$ cat src/rtl/core/bfa_pkg.sv
// ----------------------------------------------------------------------------
// bfa_pkg
// Shared types and codes for the best-fit block allocator.
// ----------------------------------------------------------------------------
package bfa_pkg;

    // action codes
    localparam logic [1:0] ACT_ALLOC = 2'd0;
    localparam logic [1:0] ACT_FREE  = 2'd1;
    localparam logic [1:0] ACT_QUERY = 2'd2;

    // dividend width: 16-bit byte count plus rounding slack
    localparam int QW = 17;

    typedef enum logic [3:0] {
        S_CLEAR,
        S_INIT0,
        S_IDLE,
        S_DIV,
        S_WALK,
        S_A_DEC,
        S_A_WRB,
        S_F_CHK,
        S_F_CHKN,
        S_F_PREV,
        S_F_CHKP,
        S_F_KILLC,
        S_LNK_RD,
        S_LNK_WR,
        S_FIN
    } t_state;

endpackage

$ cat src/rtl/core/bfa_div.sv
// ----------------------------------------------------------------------------
// bfa_div
// Division by a constant through a reciprocal multiply, registered result.
// ----------------------------------------------------------------------------
module bfa_div #(
    parameter int DIVISOR = 32,
    localparam int RW = $clog2(DIVISOR) + 1
) (
    input  logic                  i_clk,
    input  logic                  i_rst_n,
    input  logic                  i_start,
    input  logic [bfa_pkg::QW-1:0] i_dividend,
    output logic                  o_done,
    output logic [bfa_pkg::QW-1:0] o_quot,
    output logic [RW-1:0]         o_rem
);
    import bfa_pkg::*;

    // quotient = (x * ceil(2^SH / DIVISOR)) >> SH, exact for any QW-bit x
    localparam int SH = QW + $clog2(DIVISOR);
    localparam int MW = QW + 2;
    localparam int PW = SH + QW;
    localparam logic [MW-1:0] MUL =
        MW'(((64'd1 << SH) + 64'(DIVISOR) - 64'd1) / 64'(DIVISOR));

    logic [PW-1:0] prod;
    logic [QW-1:0] quot;
    logic [QW-1:0] back;
    logic [QW-1:0] rem_full;
    logic [RW-1:0] r_rem;
    logic [QW-1:0] r_quot;
    logic          r_done;

    assign prod     = PW'(i_dividend) * PW'(MUL);
    assign quot     = prod[SH +: QW];
    assign back     = quot * QW'(DIVISOR);
    assign rem_full = i_dividend - back;

    always_ff @(posedge i_clk) begin
        if (!i_rst_n) begin
            r_done <= 1'b0;
        end else begin
            r_done <= i_start;
        end
    end

    always_ff @(posedge i_clk) begin
        if (i_start) begin
            r_quot <= quot;
            r_rem  <= rem_full[RW-1:0];
        end
    end

    assign o_done = r_done;
    assign o_quot = r_quot;
    assign o_rem  = r_rem;

endmodule

$ cat config.mk
export PLATFORM = sky130hd
export DESIGN_NAME = bfa_div
export DESIGN_NICKNAME = d
export VERILOG_FILES = /design/src/rtl/core/bfa_pkg.sv /design/src/rtl/core/bfa_div.sv
export SDC_FILE = /design/constraint.sdc
export NUM_CORES = 1
export LEC_CHECK = 0
export BUFFER_PORTS_ARGS = -buffer_cell sky130_fd_sc_hd__buf_2
export CORE_AREA = 2 2 50 52
export CTS_BUF_LIST = sky130_fd_sc_hd__clkbuf_8
export CTS_CLUSTER_SIZE = 14
export DETAILED_ROUTE_END_ITERATION = 8
export DIE_AREA = 0 0 52 54
export GPL_ROUTABILITY_DRIVEN = 0
export PLACE_DENSITY = 0.63
export SLEW_MARGIN = 25
export SYNTH_ARGS = -nofsm -noshare
export SYNTH_HDL_FRONTEND = slang
export SYNTH_SLANG_ARGS = --single-unit
$ cat constraint.sdc
create_clock -name i_clk -period 0.8 [get_ports i_clk]
set_input_delay 0.04 -clock i_clk [delete_from_list [all_inputs] [get_ports i_clk]]
set_output_delay 0.04 -clock i_clk [all_outputs]
set_load 0.01 [all_outputs]
==> flow_summary.yaml, run 1 <==
detailed_routing:
  viasPerCell: 3.47
  drt_iter0_markers: 9
  wl_um: 1060
  via_count: 399
  wl_per_cell_um: 9.19
  drc: 0
  ant_nets: 0
  firstDrtPassIters: 4
floorplan:
  die_y_um: 54
  die-area_um2: 2810
  pin_count: 44
  initial_core_util: 0.252
  fp-row-count: 18
  die_width_um: 52
  coreArea_um2: 2320
worst_hold_path:
  min_path_type: "in2reg"
  hp-start: "i_start"
  holdPathStages: 1
  worstHoldEndpoint: "o_quot[6]"
outcome:
  violations: "negative setup slack"
  status: "finished, violations left"
clock_network:
  cts_tree: "built"
  clockBufferDepth: 2
  clkTransAtPathRegs_ns: 0.07
  cts.sinks: 18
  htreeDepth: 1
  cts_setup_buffers: 0
  cts_buffers: 3
  cts_resized: 0
  cts-root-buf: "clkbuf_8"
global_route:
  grtUsageTotal: 0.0769
  antenna_found_initial: 0
  grt_start_max_net_pins: 16
  first_global_vias: 338
  grt_pass1_wl_um: 1470
  gr-total-overflow: 0
sta:
  maxSlewViolCount: 0
  max_freq_ghz: 1.25
  min_period_over_period: 1.00
  fin_ws_ns: -0.00208
  finalCriticalPeriod_ns: 0.802
  setup_viol: 1
  finalHoldWorstSlack_ns: 0.0814
  rsz0062_at_grt: "true"
  final_hold_viol_count: 0
power:
  p_leak_nw: 0.457
  power.density_nw_per_um2: 2020
  power.total_mw: 2.09
  ir_drop_uv: 973
yosys:
  yosysTopAreaCellShare: 0.872
  yosys-top-cells-count: "17 x edfxtp_1, 6 x buf_4, 1 x and2_1, 1 x conb_1, 1 x dfxtp_1"
  synth_cell_types: 5
  synth.avg_cell_area_um2: 22.5
  synth_top_cell_by_area: "edfxtp_1"
  yosysMostFrequentCell: "edfxtp_1"
  syn_area_um2: 586
  yosysWarnings: 0
  synth_area_leaders: "edfxtp_1 87%, buf_4 7.7%, dfxtp_1 3.4%, and2_1 1.1%, conb_1 0.64%"
  synth_edf_count: 17
  synth-seq-cells: 18
  synth-seq-area-share: 0.906
  netlist_instances: 26
  synth-main-ff-cell: "edfxtp_1"
  synth-async-reset-ratio: 0
critical_path:
  max_stage_delay_ns: 0.37
  crit_chain: "buf_2"
  slowest_stage: "edfxtp_1"
  worst-path-max-fanout: 1
  critical_path_class: "reg2out"
  cp-end-kind: "output port"
  arrival_ns: 0.76
  crit_buf_inv: 1
  critical_path_required_ns: 0.76
  crit_path_start_kind: "flop"
  cp_top_family: "flip-flops"
cells_and_area:
  ff_latch_area_um2: 531
  multiInputGateArea_um2: 28.8
  fill_cells: 223
  area_growth_pct: 77.1
  stdcell_count: 115
  antenna_cells: 0
  layout.nets: 106
  drive_gt1_frac: 0.494
placement:
  dp.cells: 93
  dp.final_hpwl_um: 772
  port_buffers: 37
run:
  cap_viol_max_count: 0
==> per-stage QoR <==
stage          utilization  instance area (µm²)   TNS, ns  setup slack [ns]
4_1_cts              0.447                 1040   -0.0286           -0.0250
2_1_floorplan            -                  604         0             0.366
5_1_grt              0.447                 1040    -0.353           -0.0452
3_5_place_dp         0.346                  802         0             0.148
6_report             0.447                 1040  -0.00208          -0.00208
3_3_place_gp         0.346                  802         0             0.159
==> state kept, by name, summed over array words and instances (netlist names) <==
register	flops
o_quot	12
o_rem	5
o_done	1
==> per-layer routing <==
| layer | GRT usage | up-vias | wire, µm |
|---|---|---|---|
| met1 | 0.0811 | 175 | 423 |
| met2 | 0.137 | 24 | 531 |
| li1 | - | 200 | - |
| met3 | 0.0250 | 0 | 102 |
| met4 | 0.0395 | 0 | 0 |
| met5 | 0 | - | 0 |
==> cell type report <==
type	instances	area share
repair buffers	56	0.372
well taps	30	0.0362
multi-input cells	7	0.0277
clock buffers	4	0.0531
flip-flops and latches	18	0.511
==> worst max path at each step <==
| stage | from | end | slack (ns) | cells after the start |
|---|---|---|---|---|
| 2_1_floorplan | o_quot[0] | o_quot[0] | 0.37 | 0 |
| 3_3_place_gp | i_start | o_rem[2] | 0.16 | 2 |
| 3_5_place_dp | i_start | o_rem[2] | 0.15 | 2 |
| 4_1_cts | o_rem[0] | o_rem[0] | -0.02 | 1 |
| 5_1_grt | o_rem[0] | o_rem[0] | -0.05 | 1 |
| 6_report | o_rem[0] | o_rem[0] | -0.002 | 1 |
==> power by group <==
part	total, mW	switching (mW)	internal (mW)
combinational	0.258	0.113	0.145
sequential	1.12	0.0141	1.11
clock	0.711	0.275	0.436
total	2.09	0.402	1.69
==> kinds of logic (layout without fill, tap and decap cells) <==
| logic type | Yosys count | after routing | share of synthesized area |
|---|---|---|---|
| simple gates | 1 | 1 | 0.0107 |
| other cells | 1 | 6 | 0.00640 |
| flops | 18 | 18 | 0.906 |
| buf+inv | 6 | 60 | 0.0769 |
==> repair_timing <==
action / CTS / global route
hold buffers: 18 / 0
hold endpoints to repair: 18 / 0
endpoints found under the setup margin: 2 / 17
cloned: 0 / 0
pin swaps: 0 / 0
==> layout by cell type (no fill, tap or decap), drive strengths merged <==
master / synthesis / routed
buf: 6 / 38
dlygate4sd3: 0 / 18
and2: 1 / 1
dfxtp: 1 / 1
clkbuf: 0 / 4
edfxtp: 17 / 17
conb: 1 / 6
Note: power is estimated with default switching activity, not from simulation.
==> inputs of run 2 (changes only) <==
Settings changed: BUFFER_PORTS_ARGS -buffer_cell sky130_fd_sc_hd__buf_2 to not set, DONT_BUFFER_PORTS set to 1, PLACE_DENSITY 0.63 to 0.46.
==> run 2 against run 1 <==
Effect of this change: the flow finishes with violations (negative hold slack); maximum frequency grew 10%; routed wire length up 5.5%; clock power is 15% lower; first-iteration DRC count shrank 78%; total power down 10%; via count fell by 28%; critical endpoint is now o_quot[8]; die area is the same; setup slack improved by 0.073 ns; worst hold slack worse by 0.18 ns; sequential share of layout area up 13 points; largest power group unchanged; global-route usage grew 1.0 points.
==> flow_summary.yaml, run 2 (synthesized netlist as in run 1, its figures left out) <==
sta:
  fin_ws_ns: 0.0710
  finalSetupTns_ns: 0
  finalCriticalPeriod_ns: 0.729
  min_period_over_period: 0.911
  finalHoldWorstSlack_ns: -0.0974
  rsz0062_at_grt: "false"
  max_freq_ghz: 1.37
  maxSlewViolCount: 0
  setup_viol: 0
  final_hold_viol_count: 17
floorplan:
  die_width_um: 52
  fp-row-count: 18
  coreArea_um2: 2320
  pin_count: 44
  die-area_um2: 2810
  die_y_um: 54
  initial_core_util: 0.252
clock_network:
  cts.sinks: 18
  cts_tree: "built"
  cts-root-buf: "clkbuf_8"
  cts_hold_buf: 18
  cts_resized: 0
  htreeDepth: 1
  clkTransAtPathRegs_ns: 0.06
  cts_buffers: 3
  clockBufferDepth: 2
  cts_setup_buffers: 0
power:
  clkPwrFrac: 0.323
  power.total_mw: 1.87
  switching_power_mw: 0.359
  p_seq_frac: 0.631
  ir_drop_uv: 813
  swShare: 0.191
  comb_power_share: 0.046
  intPower_mw: 1.52
  p_leak_nw: 0.300
  power.density_nw_per_um2: 2280
detailed_routing:
  firstDrtPassIters: 2
  wl_per_cell_um: 14.5
  drc: 0
  viasPerCell: 3.74
  ant_nets: 0
  drt_iter0_markers: 2
  via_count: 288
  wl_um: 1120
critical_path:
  critical_path_class: "reg2out"
  cp.depth: 0
  worst-path-max-fanout: 1
  crit_path_start_kind: "flop"
  cp-endpoint: "o_quot[8]"
  critPathLaunch: "o_quot[8]"
  critical_path_required_ns: 0.76
  cp-end-kind: "output port"
  arrival_ns: 0.69
global_route:
  grtUsageTotal: 0.0872
  gr-total-overflow: 0
  grt_start_max_net_pins: 19
  grt_pass1_wl_um: 1530
  antenna_found_initial: 0
  first_global_vias: 338
outcome:
  violations: "negative hold slack"
  status: "finished, violations left"
cells_and_area:
  largest_reg_flops: 12
  fill_cells: 238
  antenna_cells: 0
  drive_gt1_frac: 0.0638
  final_cell_mix: "18 x dlygate4sd3_1, 17 x edfxtp_1, 6 x conb_1"
  multiInputGateArea_um2: 28.8
  area_growth_pct: 40.4
  final_util: 0.354
  ff_latch_area_um2: 531
  final_common_cell: "dlygate4sd3_1"
  layout.nets: 68
placement:
  dp.final_hpwl_um: 769
  port_buffers: 0
  dp_slack_ns: 0.342
run:
  cap_viol_max_count: 0
worst_hold_path:
  min_path_type: "in2reg"
-- run 2: area by class of cell --
class | count | area share
Clock buffer | 3 | 0.0502
Timing Repair Buffer | 18 | 0.219
Multi-Input combinational cell | 7 | 0.0350
Clock inverter | 1 | 0.00457
Sequential cell | 18 | 0.645
Tap cell | 30 | 0.0457
-- run 2: through the flow --
stage / std cells / cell area, µm²
finish: 77 / 822
global route: 77 / 822
CTS: 77 / 822
detailed placement: 55 / 597
global placement: 55 / 597
floorplan: 31 / 604
-- run 2: layer usage --
layer,global-route usage,part of all wire
met1,0.0655,0.35
met2,0.129,0.45
met3,0.0833,0.19
met4,0.0789,0.011
met5,0,0
-- run 2: how the worst min path moves through the flow --
stage	cells after the start	end	from	slack, ns
3_3_place_gp	0	o_rem[0]	i_dividend[0]	0.14
2_1_floorplan	0	o_quot[0]	i_dividend[5]	0.14
5_1_grt	0	o_quot[5]	i_start	-0.12
3_5_place_dp	0	o_quot[3]	i_dividend[8]	0.14
6_report	0	o_quot[5]	i_start	-0.1
4_1_cts	0	o_quot[5]	i_start	-0.11
-- run 2: power groups by stage --
| stage | registers, mW | clock network (mW) | logic, mW |
|---|---|---|---|
| floorplan | 1.19 | 0 | 0.0356 |
| global placement | 1.20 | 0 | 0.0141 |
| detailed placement | 1.20 | 0 | 0.0143 |
| CTS | 1.19 | 0.630 | 0.0841 |
| global route | 1.19 | 0.687 | 0.0955 |
| finish | 1.18 | 0.605 | 0.0870 |
==> inputs of run 3 (changes only) <==
Settings changed: ABC_AREA set to 1.
Clock period 0.8 ns to 0.9 ns, I/O delays scaled along.
==> run 3 against run 2 <==
Effect of this change: the run still ends with negative hold slack left; utilization is 0.054 points higher; total power shrank 11%; sequential cell count is the same; die area did not move; clock power fell by 11%; first-iteration DRC count rose to 4.5 times the previous value; sequential share of layout area shrank 0.098 points; highest routed layer unchanged.
==> flow_summary.yaml, run 3 <==
global_route:
  grt_use_met3: 0.0611
  gr-total-overflow: 0
  grt_pass1_wl_um: 1640
  antenna_found_initial: 0
  grt_use_met2: 0.127
  first_global_vias: 324
  gr-max-usage-layer: "met2"
  grtUsageTotal: 0.0892
  grt_start_max_net_pins: 19
  grt_use_met1: 0.0928
power:
  switching_power_mw: 0.319
  comb_power_share: 0.046
  clkPwrFrac: 0.323
  power.total_mw: 1.67
  p_seq_frac: 0.631
  p_leak_nw: 0.301
  ir_drop_uv: 661
  power.density_nw_per_um2: 2020
  swShare: 0.192
  intPower_mw: 1.35
cells_and_area:
  largest_reg_flops: 12
  layout.nets: 69
  antenna_cells: 0
  final_cell_mix: "18 x dlygate4sd3_1, 17 x edfxtp_1, 6 x conb_1"
  design_area_um2: 823
  final_common_cell: "dlygate4sd3_1"
  final_util: 0.355
  area_growth_pct: 40.3
  stdcell_count: 78
  drive_gt1_frac: 0.0625
floorplan:
  pin_count: 44
  die-area_um2: 2810
  coreArea_um2: 2320
  initial_core_util: 0.253
  die_y_um: 54
  die_width_um: 52
  fp-row-count: 18
yosys:
  synth.avg_cell_area_um2: 21.7
  yosysMostFrequentCell: "edfxtp_1"
  synth-async-reset-ratio: 0
  synth_area_leaders: "edfxtp_1 87%, buf_4 7.7%, dfxtp_1 3.4%, conb_1 0.64%, inv_1 0.64%"
  synth_cell_types: 6
  synth-seq-cells: 18
  yosysTopAreaCellShare: 0.870
  yosysWarnings: 0
  yosys-top-cells-count: "17 x edfxtp_1, 6 x buf_4"
  syn_area_um2: 587
  netlist_instances: 27
  synth-seq-area-share: 0.904
  synth_top_cell_by_area: "edfxtp_1"
  synth-main-ff-cell: "edfxtp_1"
  synth_edf_count: 17
clock_network:
  cts_buffers: 3
  cts_setup_buffers: 0
  cts-root-buf: "clkbuf_8"
  cts_tree: "built"
  cts_hold_buf: 18
  cts.sinks: 18
  clkTransAtPathRegs_ns: 0.06
  clockBufferDepth: 2
  htreeDepth: 1
outcome:
  violations: "negative hold slack"
  status: "finished, violations left"
placement:
  placed_area_um2: 598
  dp_slack_ns: 0.435
  dp.cells: 56
  dp.final_hpwl_um: 770
  port_buffers: 0
detailed_routing:
  drt_iter0_markers: 9
  wl_um: 1100
  wl_per_cell_um: 14.1
  drc: 0
  viasPerCell: 3.67
  firstDrtPassIters: 2
  via_count: 286
  ant_nets: 0
sta:
  setup_viol: 0
  finalCriticalPeriod_ns: 0.735
  rsz0062_at_grt: "false"
  final_hold_viol_count: 17
  min_period_over_period: 0.817
  max_freq_ghz: 1.36
  maxSlewViolCount: 0
  finalSetupTns_ns: 0
  fin_ws_ns: 0.165
  finalHoldWorstSlack_ns: -0.0922
critical_path:
  worst-path-max-fanout: 1
  critical_path_class: "reg2out"
  arrival_ns: 0.69
  critical_path_required_ns: 0.85
  cp-end-kind: "output port"
  crit_path_start_kind: "flop"
run:
  cap_viol_max_count: 0
worst_hold_path:
  min_path_type: "in2reg"
run 3: cell types whose count changed in the layout (fill, tap and decap cells not counted), sizes merged:
cell / change
nand2: +1
clkinv: +1
and2: -1
run 3: timing repair:
action	CTS	global route
hold endpoints to repair	35	17
gates resized for setup	0	0
setup endpoints to repair	0	0
run 3: layout make-up:
type,count,area (µm²)
clock inverter,1,3.75
sequential,18,531
timing repair buffer,18,180
clock buffer,3,41.3
tap,30,37.5
inverter,1,3.75
multi-input combinational,7,26.3
fill,237,1500
run 3: cells by family after synthesis:
logic type | count (synthesis) | share of synthesized area
and+or+nand+nor | 1 | 0.00639
buffers and inverters | 7 | 0.0831
other | 1 | 0.00639
DFF | 18 | 0.904
run 3: final timing paths:
| check | slack [ns] | to | start | cells past startpoint |
|---|---|---|---|---|
| hold / removal | -0.09 | o_quot[4] | i_start | 0 |
| setup / recovery | 0.16 | o_quot[1] | o_quot[1] | 0 |
run 3: power groups by stage:
stage / combinational [mW] / sequential [mW] / clock, mW
finish: 0.0771 / 1.05 / 0.538
CTS: 0.0755 / 1.05 / 0.572
detailed placement: 0.0126 / 1.07 / 0
global route: 0.0845 / 1.06 / 0.622
global placement: 0.0125 / 1.07 / 0
floorplan: 0.0317 / 1.06 / 0
run 3: layer usage:
layer,vias to the layer above,share of wire
met2,40,0.40
met1,119,0.42
li1,125,-
met3,2,0.17
met4,0,0.015
met5,-,0
